===== src/sv/ffra_pkg.sv =====
// Package for the first-fit region allocator.
// Holds the codes, the register reset values and the shared types.
// Depends on nothing.
package ffra_pkg;

  localparam int TABLE_DEPTH_DEF = 16;

  localparam int OFF_W = 30;   // region start offset
  localparam int LEN_W = 31;   // lengths, sizes and span values
  localparam int OWN_W = 16;
  localparam int ADR_W = 31;
  localparam int ST_W  = 3;
  localparam int ENTRY_W = OFF_W + LEN_W + OWN_W;

  localparam logic [LEN_W-1:0] SPAN_LIMIT       = 31'd1073741824;
  localparam logic [LEN_W-1:0] HEAP_SIZE_RST    = 31'd524288000;
  localparam logic [LEN_W-1:0] MAX_REQUEST_RST  = 31'd52428800;

  localparam logic [1:0] REQ_ALLOC = 2'd0;
  localparam logic [1:0] REQ_FREE  = 2'd1;
  localparam logic [1:0] REQ_LREG  = 2'd2;
  localparam logic [1:0] REQ_LGAP  = 2'd3;

  localparam logic [ST_W-1:0] ST_OK        = 3'd0;
  localparam logic [ST_W-1:0] ST_BAD_SIZE  = 3'd1;
  localparam logic [ST_W-1:0] ST_NO_SPACE  = 3'd2;
  localparam logic [ST_W-1:0] ST_FULL      = 3'd3;
  localparam logic [ST_W-1:0] ST_NO_OWNER  = 3'd4;
  localparam logic [ST_W-1:0] ST_EMPTY     = 3'd5;

  localparam logic [1:0] CFG_HEAP_BASE   = 2'd0;
  localparam logic [1:0] CFG_HEAP_SIZE   = 2'd1;
  localparam logic [1:0] CFG_MAX_REQUEST = 2'd2;

  typedef struct packed {
    logic [OWN_W-1:0] owner;
    logic [LEN_W-1:0] length;
    logic [OFF_W-1:0] start;
  } entry_t;

  typedef struct packed {
    logic [OFF_W-1:0] base;
    logic [LEN_W-1:0] heap_span;  // saturated heap size
    logic [LEN_W-1:0] max_req;    // saturated request limit
  } cfg_t;

  typedef struct packed {
    logic [LEN_W-1:0] end_excl;
    logic [LEN_W-1:0] gap_len;
    logic             gap_pos;
    logic             fits;
  } scan_res_t;

endpackage


===== src/sv/ffra_ram.sv =====
// Generic single-write, single-read RAM with registered read data.
// Used for the region table; depends on nothing.
module ffra_ram #(
  parameter int WIDTH = 8,
  parameter int DEPTH = 16
) (
  input  logic                     clk,
  input  logic                     we,
  input  logic [$clog2(DEPTH)-1:0] waddr,
  input  logic [WIDTH-1:0]         wdata,
  input  logic                     re,
  input  logic [$clog2(DEPTH)-1:0] raddr,
  output logic [WIDTH-1:0]         rdata
);

  logic [WIDTH-1:0] mem [DEPTH];

  always_ff @(posedge clk) begin
    if (we) begin
      mem[waddr] <= wdata;
    end
    if (re) begin
      rdata <= mem[raddr];
    end
  end

endmodule


===== src/sv/ffra_scan.sv =====
// Shared compare unit applied to one table entry per scan step.
// Gives the entry end and the gap to the previous end; uses ffra_pkg.
module ffra_scan
  import ffra_pkg::*;
(
  input  entry_t           entry,
  input  logic [LEN_W-1:0] prev_end,
  input  logic [LEN_W-1:0] size,
  output scan_res_t        res
);

  logic [LEN_W-1:0] start_w;
  logic [LEN_W-1:0] diff;

  assign start_w = {1'b0, entry.start};
  assign diff    = start_w - prev_end;

  always_comb begin
    res.end_excl = start_w + entry.length;
    res.gap_len  = diff;
    res.gap_pos  = start_w > prev_end;
    res.fits     = (start_w >= prev_end) && (diff >= size);
  end

endmodule


===== src/sv/ffra_seq.sv =====
// Request sequencer: walks the region table in RAM one entry per step,
// inserts or removes by shifting, and drives the result register.
// Uses ffra_pkg, ffra_ram and ffra_scan.
module ffra_seq
  import ffra_pkg::*;
#(
  parameter int TABLE_DEPTH = TABLE_DEPTH_DEF
) (
  input  logic             clk,
  input  logic             rst_n,
  input  cfg_t             cfg,
  input  logic             in_valid,
  output logic             in_ready,
  input  logic [1:0]       in_req,
  input  logic [OWN_W-1:0] in_owner,
  input  logic [LEN_W-1:0] in_size,
  output logic             out_valid,
  input  logic             out_ready,
  output logic [ST_W-1:0]  out_status,
  output logic [ADR_W-1:0] out_start,
  output logic [ADR_W-1:0] out_end,
  output logic [LEN_W-1:0] out_len,
  output logic [OWN_W-1:0] out_owner,
  output logic             out_last
);

  localparam int IW = $clog2(TABLE_DEPTH);
  localparam int CW = $clog2(TABLE_DEPTH + 1);
  localparam int TW = LEN_W + IW;
  localparam logic [CW-1:0] DEPTH_C = CW'(TABLE_DEPTH);

  typedef enum logic [10:0] {
    S_IDLE   = 11'b00000000001,
    S_CHECK  = 11'b00000000010,
    S_SC_RD  = 11'b00000000100,
    S_SC_USE = 11'b00000001000,
    S_FINISH = 11'b00000010000,
    S_UP_RD  = 11'b00000100000,
    S_UP_WR  = 11'b00001000000,
    S_INSERT = 11'b00010000000,
    S_DN_RD  = 11'b00100000000,
    S_DN_WR  = 11'b01000000000,
    S_FREE_O = 11'b10000000000
  } state_t;

  state_t state_r, state_nxt;
  logic [1:0]       op_r, op_nxt;
  logic [OWN_W-1:0] own_r, own_nxt;
  logic [LEN_W-1:0] size_r, size_nxt;
  logic [CW-1:0]    idx_r, idx_nxt;
  logic [CW-1:0]    count_r, count_nxt;
  logic [CW-1:0]    slot_r, slot_nxt;
  logic [LEN_W-1:0] prev_end_r, prev_end_nxt;
  logic [TW-1:0]    total_r, total_nxt;
  logic             found_r, found_nxt;
  logic [LEN_W-1:0] pos_r, pos_nxt;
  logic             gp_valid_r, gp_valid_nxt;
  logic [LEN_W-1:0] gp_off_r, gp_off_nxt;
  logic [LEN_W-1:0] gp_len_r, gp_len_nxt;
  logic             tail_done_r, tail_done_nxt;
  entry_t           fr_r, fr_nxt;

  logic             out_valid_r;
  logic [ST_W-1:0]  out_status_r;
  logic [ADR_W-1:0] out_start_r, out_end_r;
  logic [LEN_W-1:0] out_len_r;
  logic [OWN_W-1:0] out_owner_r;
  logic             out_last_r;

  // emit request towards the result register
  logic             emit;
  logic [ST_W-1:0]  e_status;
  logic [LEN_W-1:0] e_off, e_len;
  logic [OWN_W-1:0] e_own;
  logic             e_last;
  logic             slot_free;

  logic             ram_we, ram_re;
  logic [IW-1:0]    ram_waddr, ram_raddr;
  entry_t           ram_wdata, ram_rdata;
  scan_res_t        sres;

  logic [TW:0]      need_total;
  logic [LEN_W:0]   tail_end;
  logic             tail_gap;

  ffra_ram #(.WIDTH(ENTRY_W), .DEPTH(TABLE_DEPTH)) u_table (
    .clk   (clk),
    .we    (ram_we),
    .waddr (ram_waddr),
    .wdata (ram_wdata),
    .re    (ram_re),
    .raddr (ram_raddr),
    .rdata (ram_rdata)
  );

  ffra_scan u_scan (
    .entry    (ram_rdata),
    .prev_end (prev_end_r),
    .size     (size_r),
    .res      (sres)
  );

  assign slot_free  = !out_valid_r || out_ready;
  assign in_ready   = (state_r == S_IDLE);
  assign need_total = {1'b0, total_r} + (TW+1)'(size_r);
  assign tail_end   = {1'b0, prev_end_r} + {1'b0, size_r};
  assign tail_gap   = cfg.heap_span > prev_end_r;

  always_comb begin
    state_nxt     = state_r;
    op_nxt        = op_r;
    own_nxt       = own_r;
    size_nxt      = size_r;
    idx_nxt       = idx_r;
    count_nxt     = count_r;
    slot_nxt      = slot_r;
    prev_end_nxt  = prev_end_r;
    total_nxt     = total_r;
    found_nxt     = found_r;
    pos_nxt       = pos_r;
    gp_valid_nxt  = gp_valid_r;
    gp_off_nxt    = gp_off_r;
    gp_len_nxt    = gp_len_r;
    tail_done_nxt = tail_done_r;
    fr_nxt        = fr_r;
    emit      = 1'b0;
    e_status  = ST_OK;
    e_off     = '0;
    e_len     = '0;
    e_own     = '0;
    e_last    = 1'b1;
    ram_we    = 1'b0;
    ram_re    = 1'b0;
    ram_waddr = idx_r[IW-1:0];
    ram_raddr = idx_r[IW-1:0];
    ram_wdata = ram_rdata;

    case (state_r)
      S_IDLE: begin
        if (in_valid) begin
          op_nxt        = in_req;
          own_nxt       = in_owner;
          size_nxt      = in_size;
          idx_nxt       = '0;
          prev_end_nxt  = '0;
          total_nxt     = '0;
          found_nxt     = 1'b0;
          gp_valid_nxt  = 1'b0;
          tail_done_nxt = 1'b0;
          state_nxt     = S_CHECK;
        end
      end
      S_CHECK: begin
        if (op_r == REQ_ALLOC && (size_r == '0 || size_r > cfg.max_req)) begin
          if (slot_free) begin
            emit      = 1'b1;
            e_status  = ST_BAD_SIZE;
            state_nxt = S_IDLE;
          end
        end else if (count_r == '0) begin
          state_nxt = S_FINISH;
        end else begin
          state_nxt = S_SC_RD;
        end
      end
      S_SC_RD: begin
        ram_re    = 1'b1;
        state_nxt = S_SC_USE;
      end
      S_SC_USE: begin
        case (op_r)
          REQ_ALLOC: begin
            total_nxt = total_r + TW'(ram_rdata.length);
            if (!found_r && sres.fits) begin
              found_nxt = 1'b1;
              slot_nxt  = idx_r;
              pos_nxt   = prev_end_r;
            end
          end
          REQ_FREE: begin
            if (ram_rdata.owner == own_r) begin
              found_nxt = 1'b1;
              fr_nxt    = ram_rdata;
            end
          end
          REQ_LREG: begin
            emit     = slot_free;
            e_off    = {1'b0, ram_rdata.start};
            e_len    = ram_rdata.length;
            e_own    = ram_rdata.owner;
            e_last   = (idx_r + 1'b1) == count_r;
          end
          default: begin
            if (sres.gap_pos) begin
              emit       = slot_free && gp_valid_r;
              e_off      = gp_off_r;
              e_len      = gp_len_r;
              e_last     = 1'b0;
              if (slot_free || !gp_valid_r) begin
                gp_valid_nxt = 1'b1;
                gp_off_nxt   = prev_end_r;
                gp_len_nxt   = sres.gap_len;
              end
            end
          end
        endcase
        if (slot_free || op_r == REQ_ALLOC || op_r == REQ_FREE
            || (op_r == REQ_LGAP && !(sres.gap_pos && gp_valid_r))) begin
          prev_end_nxt = sres.end_excl;
          idx_nxt      = idx_r + 1'b1;
          if (op_r == REQ_FREE && ram_rdata.owner == own_r) begin
            state_nxt = S_DN_RD;
          end else if ((idx_r + 1'b1) == count_r) begin
            state_nxt = S_FINISH;
          end else begin
            state_nxt = S_SC_RD;
          end
        end
      end
      S_FINISH: begin
        case (op_r)
          REQ_ALLOC: begin
            if (need_total > (TW+1)'(cfg.heap_span)) begin
              if (slot_free) begin
                emit      = 1'b1;
                e_status  = ST_NO_SPACE;
                state_nxt = S_IDLE;
              end
            end else if (count_r >= DEPTH_C) begin
              if (slot_free) begin
                emit      = 1'b1;
                e_status  = ST_FULL;
                state_nxt = S_IDLE;
              end
            end else if (found_r) begin
              idx_nxt   = count_r;
              state_nxt = S_UP_RD;
            end else if (tail_end <= {1'b0, cfg.heap_span}) begin
              pos_nxt   = prev_end_r;
              slot_nxt  = count_r;
              idx_nxt   = count_r;
              state_nxt = S_UP_RD;
            end else if (slot_free) begin
              emit      = 1'b1;
              e_status  = ST_NO_SPACE;
              state_nxt = S_IDLE;
            end
          end
          REQ_FREE: begin
            if (slot_free) begin
              emit      = 1'b1;
              e_status  = ST_NO_OWNER;
              state_nxt = S_IDLE;
            end
          end
          REQ_LREG: begin
            if (count_r != '0) begin
              state_nxt = S_IDLE;
            end else if (slot_free) begin
              emit      = 1'b1;
              e_status  = ST_EMPTY;
              state_nxt = S_IDLE;
            end
          end
          default: begin
            if (tail_gap && !tail_done_r) begin
              // Push out the held gap before taking the tail in its place.
              if (slot_free || !gp_valid_r) begin
                emit          = gp_valid_r;
                e_off         = gp_off_r;
                e_len         = gp_len_r;
                e_last        = 1'b0;
                gp_valid_nxt  = 1'b1;
                gp_off_nxt    = prev_end_r;
                gp_len_nxt    = cfg.heap_span - prev_end_r;
                tail_done_nxt = 1'b1;
              end
            end else if (slot_free) begin
              emit      = 1'b1;
              e_status  = gp_valid_r ? ST_OK : ST_EMPTY;
              e_off     = gp_valid_r ? gp_off_r : '0;
              e_len     = gp_valid_r ? gp_len_r : '0;
              state_nxt = S_IDLE;
            end
          end
        endcase
      end
      S_UP_RD: begin
        if (idx_r == slot_r) begin
          state_nxt = S_INSERT;
        end else begin
          ram_re    = 1'b1;
          ram_raddr = IW'(idx_r - 1'b1);
          state_nxt = S_UP_WR;
        end
      end
      S_UP_WR: begin
        ram_we    = 1'b1;
        ram_wdata = ram_rdata;
        idx_nxt   = idx_r - 1'b1;
        state_nxt = S_UP_RD;
      end
      S_INSERT: begin
        ram_waddr = slot_r[IW-1:0];
        ram_wdata.start  = pos_r[OFF_W-1:0];
        ram_wdata.length = size_r;
        ram_wdata.owner  = own_r;
        if (slot_free) begin
          ram_we    = 1'b1;
          emit      = 1'b1;
          e_off     = pos_r;
          e_len     = size_r;
          e_own     = own_r;
          count_nxt = count_r + 1'b1;
          state_nxt = S_IDLE;
        end
      end
      S_DN_RD: begin
        if (idx_r == count_r) begin
          state_nxt = S_FREE_O;
        end else begin
          ram_re    = 1'b1;
          state_nxt = S_DN_WR;
        end
      end
      S_DN_WR: begin
        ram_we    = 1'b1;
        ram_waddr = IW'(idx_r - 1'b1);
        ram_wdata = ram_rdata;
        idx_nxt   = idx_r + 1'b1;
        state_nxt = S_DN_RD;
      end
      S_FREE_O: begin
        if (slot_free) begin
          emit      = 1'b1;
          e_off     = {1'b0, fr_r.start};
          e_len     = fr_r.length;
          e_own     = fr_r.owner;
          count_nxt = count_r - 1'b1;
          state_nxt = S_IDLE;
        end
      end
      default: begin
        state_nxt = S_IDLE;
      end
    endcase
  end

  always_ff @(posedge clk) begin
    if (!rst_n) begin
      state_r     <= S_IDLE;
      count_r     <= '0;
      out_valid_r <= 1'b0;
    end else begin
      state_r <= state_nxt;
      count_r <= count_nxt;
      if (emit) begin
        out_valid_r <= 1'b1;
      end else if (out_ready) begin
        out_valid_r <= 1'b0;
      end
    end
  end

  always_ff @(posedge clk) begin
    op_r        <= op_nxt;
    own_r       <= own_nxt;
    size_r      <= size_nxt;
    idx_r       <= idx_nxt;
    slot_r      <= slot_nxt;
    prev_end_r  <= prev_end_nxt;
    total_r     <= total_nxt;
    found_r     <= found_nxt;
    pos_r       <= pos_nxt;
    gp_valid_r  <= gp_valid_nxt;
    gp_off_r    <= gp_off_nxt;
    gp_len_r    <= gp_len_nxt;
    tail_done_r <= tail_done_nxt;
    fr_r        <= fr_nxt;
    if (emit) begin
      out_status_r <= e_status;
      out_len_r    <= e_len;
      out_owner_r  <= e_own;
      out_last_r   <= e_last;
      if (e_len == '0) begin
        out_start_r <= '0;
        out_end_r   <= '0;
      end else begin
        out_start_r <= ADR_W'({2'b0, cfg.base} + {1'b0, e_off});
        out_end_r   <= ADR_W'({2'b0, cfg.base} + {1'b0, e_off} + {1'b0, e_len} - 32'd1);
      end
    end
  end

  assign out_valid  = out_valid_r;
  assign out_status = out_status_r;
  assign out_start  = out_start_r;
  assign out_end    = out_end_r;
  assign out_len    = out_len_r;
  assign out_owner  = out_owner_r;
  assign out_last   = out_last_r;

endmodule


===== src/sv/first_fit_region_allocator_top.sv =====
// Top level of the first-fit region allocator.
// Holds the configuration registers and the stream ports; uses ffra_pkg and ffra_seq.
//
// The block manages a table of up to TABLE_DEPTH regions of a heap, sorted by
// start offset. A request arrives as one transfer on the in_ stream: allocate,
// free by owner, list regions or list free gaps. Each request gives one or more
// result transfers on the out_ stream, the final one with out_tlast high.
// Configuration registers (heap base, heap size, largest request) are written
// on the cfg_ channel, which is always ready; they should only be changed
// while no request is in progress.
// One request is handled at a time and in_tready is low meanwhile. The
// sequencer reads the region table RAM one entry at a time, each in a read
// state and a use state; a placed allocation then moves the entries above its
// slot up one place, and a free moves the entries above the freed one down.
// List requests give their results during the scan, which waits whenever the
// receiver holds off.
// The result sits in an output register; while the receiver holds out_tready
// low the sequencer waits at its next result, and no result is lost.
// Reset clears the region count, so the table reads as empty, and returns the
// registers to their reset values; the table RAM itself needs no clearing.
module first_fit_region_allocator_top
  import ffra_pkg::*;
#(
  parameter int TABLE_DEPTH = TABLE_DEPTH_DEF
) (
  input  logic         clk,
  input  logic         rst_n,
  input  logic         in_tvalid,
  output logic         in_tready,
  // in_tdata: req_type[1:0], owner_id[17:2], request_size[48:18], zero fill
  input  logic [55:0]  in_tdata,
  output logic         out_tvalid,
  input  logic         out_tready,
  // out_tdata: status[2:0], first byte address[33:3], last byte address[64:34],
  // block_length[95:65], region_owner[111:96]
  output logic [111:0] out_tdata,
  output logic         out_tlast,
  input  logic         cfg_valid,
  output logic         cfg_ready,
  input  logic [1:0]   cfg_index,
  input  logic [30:0]  cfg_data
);

  logic [OFF_W-1:0] heap_base_r;
  logic [LEN_W-1:0] heap_size_r;
  logic [LEN_W-1:0] max_request_r;
  cfg_t             cfg;

  logic [ST_W-1:0]  o_status;
  logic [ADR_W-1:0] o_start, o_end;
  logic [LEN_W-1:0] o_len;
  logic [OWN_W-1:0] o_owner;

  assign cfg_ready = 1'b1;

  // Register writes land on the cycle of the transfer; unknown indexes are dropped.
  always_ff @(posedge clk) begin
    if (!rst_n) begin
      heap_base_r   <= '0;
      heap_size_r   <= HEAP_SIZE_RST;
      max_request_r <= MAX_REQUEST_RST;
    end else if (cfg_valid) begin
      case (cfg_index)
        CFG_HEAP_BASE:   heap_base_r   <= cfg_data[OFF_W-1:0];
        CFG_HEAP_SIZE:   heap_size_r   <= cfg_data;
        CFG_MAX_REQUEST: max_request_r <= cfg_data;
        default: begin
        end
      endcase
    end
  end

  // Sizes above the largest span act as that span.
  always_comb begin
    cfg.base      = heap_base_r;
    cfg.heap_span = (heap_size_r > SPAN_LIMIT) ? SPAN_LIMIT : heap_size_r;
    cfg.max_req   = (max_request_r > SPAN_LIMIT) ? SPAN_LIMIT : max_request_r;
  end

  ffra_seq #(.TABLE_DEPTH(TABLE_DEPTH)) u_seq (
    .clk        (clk),
    .rst_n      (rst_n),
    .cfg        (cfg),
    .in_valid   (in_tvalid),
    .in_ready   (in_tready),
    .in_req     (in_tdata[1:0]),
    .in_owner   (in_tdata[17:2]),
    .in_size    (in_tdata[48:18]),
    .out_valid  (out_tvalid),
    .out_ready  (out_tready),
    .out_status (o_status),
    .out_start  (o_start),
    .out_end    (o_end),
    .out_len    (o_len),
    .out_owner  (o_owner),
    .out_last   (out_tlast)
  );

  assign out_tdata = {o_owner, o_len, o_end, o_start, o_status};

endmodule


===== config.mk =====
export PLATFORM = sky130hd
export DESIGN_NAME = first_fit_region_allocator_top
export DESIGN_NICKNAME = d
export VERILOG_FILES = /design/src/sv/ffra_pkg.sv /design/src/sv/ffra_ram.sv /design/src/sv/ffra_scan.sv /design/src/sv/ffra_seq.sv /design/src/sv/first_fit_region_allocator_top.sv
export SDC_FILE = /design/constraint.sdc
export NUM_CORES = 2
export LEC_CHECK = 0
export BUFFER_PORTS_ARGS = -buffer_cell sky130_fd_sc_hd__buf_2
export CAP_MARGIN = 15
export CELL_PAD_IN_SITES_DETAIL_PLACEMENT = 2
export CELL_PAD_IN_SITES_GLOBAL_PLACEMENT = 2
export CORE_ASPECT_RATIO = 1.25
export CORE_MARGIN = 2
export CORE_UTILIZATION = 46
export DETAILED_ROUTE_END_ITERATION = 10
export PLACE_DENSITY_LB_ADDON = 0.1
export SYNTH_ARGS = -nofsm -noshare
export SYNTH_HDL_FRONTEND = slang
export SYNTH_HIERARCHICAL = 1
export SYNTH_SLANG_ARGS = --single-unit

===== constraint.sdc =====
create_clock -name clk -period 15.2 [get_ports clk]
set_input_delay 3.04 -clock clk [delete_from_list [all_inputs] [get_ports clk]]
set_output_delay 3.04 -clock clk [all_outputs]
set_load 0.05 [all_outputs]

==> impl_metrics.py <==
metrics = {
    "run_status": {
        "status": "finished clean",
    },
    "sta": {
        "setup_violations": 0,
        "fmax_mhz": 79.1,
        "hold_violations": 0,
        "period_needed_ns": 12.64,
        "worstMarginPinSlew_ns": 1.40,
        "rsz0062_at_grt": "false",
        "tns_ns": 0,
        "relSlewSlack": 0.0623,
        "finalCritPeriodShare": 0.831,
        "whs_ns": 0.482,
        "drv_slew": 0,
        "fin_ws_ns": 2.56,
        "finClkSkew_ns": 0.0433,
    },
    "floorplan": {
        "fp.dieH_um": 489,
        "coreArea_mm2": 0.188,
        "start_util": 0.461,
        "num_io_pins": 210,
        "die_w_um": 392,
        "die_area_mm2": 0.192,
        "rows": 178,
    },
    "synth": {
        "ys_top_cells_by_count": "edfxtp_1, nand2_1, ha_1",
        "synthArstFlopShare": 0,
        "synth_top_cell_area_share": 0.597,
        "syn-num-nets": 6733,
        "postSynthCellCount": 6228,
        "synth_ff_type": "edfxtp_1",
        "synth_edf_count": 1720,
        "ys_top_cells_by_area": "edfxtp_1, mux4_2, ha_1",
        "ys_ff_latch": 1829,
        "synth_cell_types": 107,
        "seq_area_frac_synth": 0.622,
        "yosys.area.top_type": "edfxtp_1",
        "synth_area_per_cell_um2": 13.9,
        "yosysMostFrequentCell": "edfxtp_1",
        "netlist_area_mm2": 0.0865,
        "yosys_warnings": 6,
    },
    "clock_tree": {
        "h-tree-depth": 4,
        "cts_hold_buf": 0,
        "clock_latency_ns": 0.87,
        "cts-resized-gates": 0,
        "post_cts_buffers": 0,
        "clock_sinks": 1829,
        "root_buffer": "clkbuf_16",
        "cts_max_path_buffers": 3,
        "numCtsBuffers": 188,
        "cts.clk_slew.worst_paths_ns": 0.07,
        "cts_tree": "yes",
    },
    "placed_design": {
        "dp_slack_ns": 2.93,
        "io_buffers": 201,
        "place.gp.congestion": 0.956,
        "dp_hpwl_um": 227000,
    },
    "route": {
        "drc": 0,
        "viasPerCell": 6.49,
        "firstDrtPassIters": 5,
        "routed_wirelength_um": 352000,
        "wire_per_inst_um": 38.2,
        "first_iter_violations": 6004,
        "ant_nets": 0,
        "vias": 59700,
    },
    "final_layout": {
        "fin_nets": 7028,
        "syn_to_final_growth_pct": 12.3,
        "drive_above_1_share": 0.154,
        "fin_util": 0.518,
    },
    "worst_hold_path": {
        "worst_hold_path.num_cells": 2,
        "hp-class": "flop to flop",
        "min_to": "heap_base_r[23]$_SDFFE_PN0P_",
        "worstHoldStart": "heap_base_r[23]$_SDFFE_PN0P_",
    },
    "grt": {
        "grt_pass1_wl_um": 496000,
        "grt_pass1_vias": 64900,
        "grt_remaining_overflow": 0,
        "antenna_found_initial": 19,
        "grt_use_total": 0.368,
        "grt_max_degree": 120,
    },
    "critical_path": {
        "endpoint_kind": "flop",
        "worstSetupPathType": "flop to flop",
        "cp-start-kind": "flop",
        "cp.required_ns": 15.78,
        "r2r_end": "u_seq/out_end[30]$_SDFFCE_PN0P_",
        "timing.rr.start": "heap_size_r[0]$_SDFFE_PN0P_",
        "rrSetupSlack_ns": 2.56,
        "rr_worst_depth": 37,
        "crit_top_cell": "o21ai_0",
        "critPathArrivalTime_ns": 13.22,
        "cpPeakStageDelay_ns": 1.15,
        "crit_fanout": 28,
        "slowest_stage": "nor3_1",
    },
    "flow_run": {
        "cap_violations": 0,
    },
    "pwr": {
        "p_per_area_mw_per_mm2": 147,
        "p_leak_nw": 34.8,
        "peakVddDrop_mv": 0.139,
    },
}
power by group:
| part | internal (W) | total [W] | switching (W) | leakage, nW |
|---|---|---|---|---|
| registers | 0.00563 | 0.00577 | 0.000144 | 16.4 |
| clock network | 0.00263 | 0.00483 | 0.00220 | 2.94 |
| logic | 0.00138 | 0.00365 | 0.00227 | 15.4 |
| total | 0.00964 | 0.0143 | 0.00462 | 34.8 |
placed cells by master (no fill, tap or decap), drive strengths merged, types with 113 or more instances in the layout:
cell type and count:
edfxtp 1720, nand2 762, ha 402, buf 350, inv 339, a21oi 309
mux4 308, nor2 250, clkbuf 225, a22oi 201, o21ai 188, xnor2 157
a21o 151, and2 113
final cells by class:
| class | count | area (um^2) |
|---|---|---|
| Inverter | 332 | 1250 |
| Tap cell | 2520 | 3150 |
| Fill cell | 17500 | 90300 |
| Antenna cell | 7 | 17.5 |
| Multi-Input combinational cell | 3822 | 30600 |
| Sequential cell | 1829 | 53800 |
| Clock inverter | 118 | 1310 |
| Clock buffer | 225 | 4860 |
| Timing Repair Buffer | 350 | 2160 |
worst max path at each step:
stage,to,depth (start not counted),start
after floorplan,u_seq/out_end[0]$_SDFFCE_PN0P_,4,out_tready
after global placement,u_seq/out_end[30]$_SDFFCE_PN0P_,37,heap_size_r[30]$_SDFFE_PN0P_
after detailed placement,u_seq/out_end[30]$_SDFFCE_PN0P_,37,heap_size_r[30]$_SDFFE_PN0P_
after CTS,u_seq/out_end[30]$_SDFFCE_PN0P_,37,heap_size_r[30]$_SDFFE_PN0P_
after global routing,u_seq/out_end[28]$_SDFFCE_PN0P_,37,heap_size_r[30]$_SDFFE_PN0P_
final,u_seq/out_end[30]$_SDFFCE_PN0P_,37,heap_size_r[0]$_SDFFE_PN0P_
logic make-up after synthesis:
family | synth area share
buffers and inverters | 0.0275
AND/OR/NAND/NOR | 0.0853
AO/OA/AOI/OAI | 0.0995
other | 0.0000433
XOR/XNOR | 0.0249
flip-flops | 0.622
adder cells (fa/ha/maj) | 0.0602
multiplexers | 0.0805
sequential cells by signal (all words and copies together), names as in the netlist, 30 cells and up:
name	count
u_seq/fr_r	77
u_seq/out_len	31
u_seq/out_start	31
max_request_r	31
heap_size_r	31
u_seq/u_table/rdata	77
u_seq/gp_off_r	31
u_seq/u_table/mem	1232
u_seq/size_r	31
heap_base_r	30
u_seq/gp_len_r	31
u_seq/prev_end_r	31
u_seq/total_r	35
u_seq/pos_r	31
u_seq/out_end	31
stage by stage:
| stage | std cells | instance area, um^2 | power (W) |
|---|---|---|---|
| final | 9203 | 97200 | 0.0143 |
| after global placement | 8852 | 91000 | 0.00921 |
| after detailed placement | 8852 | 91000 | 0.00941 |
| after CTS | 9195 | 97200 | 0.0143 |
| after global routing | 9197 | 97200 | 0.0147 |
| after floorplan | 6228 | 86500 | 0.00822 |
layer usage:
metal	track usage	vias up	wire, um
met5	0	-	60
met4	0.222	8	24600
met3	0.0552	904	21900
met2	0.634	3007	176000
met1	0.435	31400	129000
li1	-	24400	-
worst max-delay path, delay by kind of cell, from the launching register on:
kind,cells,cell delay (ns)
xor gates and xnor gates,3,0.82
adders and majority gates,4,1.17
buffers and inverters,3,0.38
DFF,1,0.48
and+or+nand+nor,8,3.26
AOI/OAI and AO/OA,19,6.21
(Power assumes the default switching activity.)
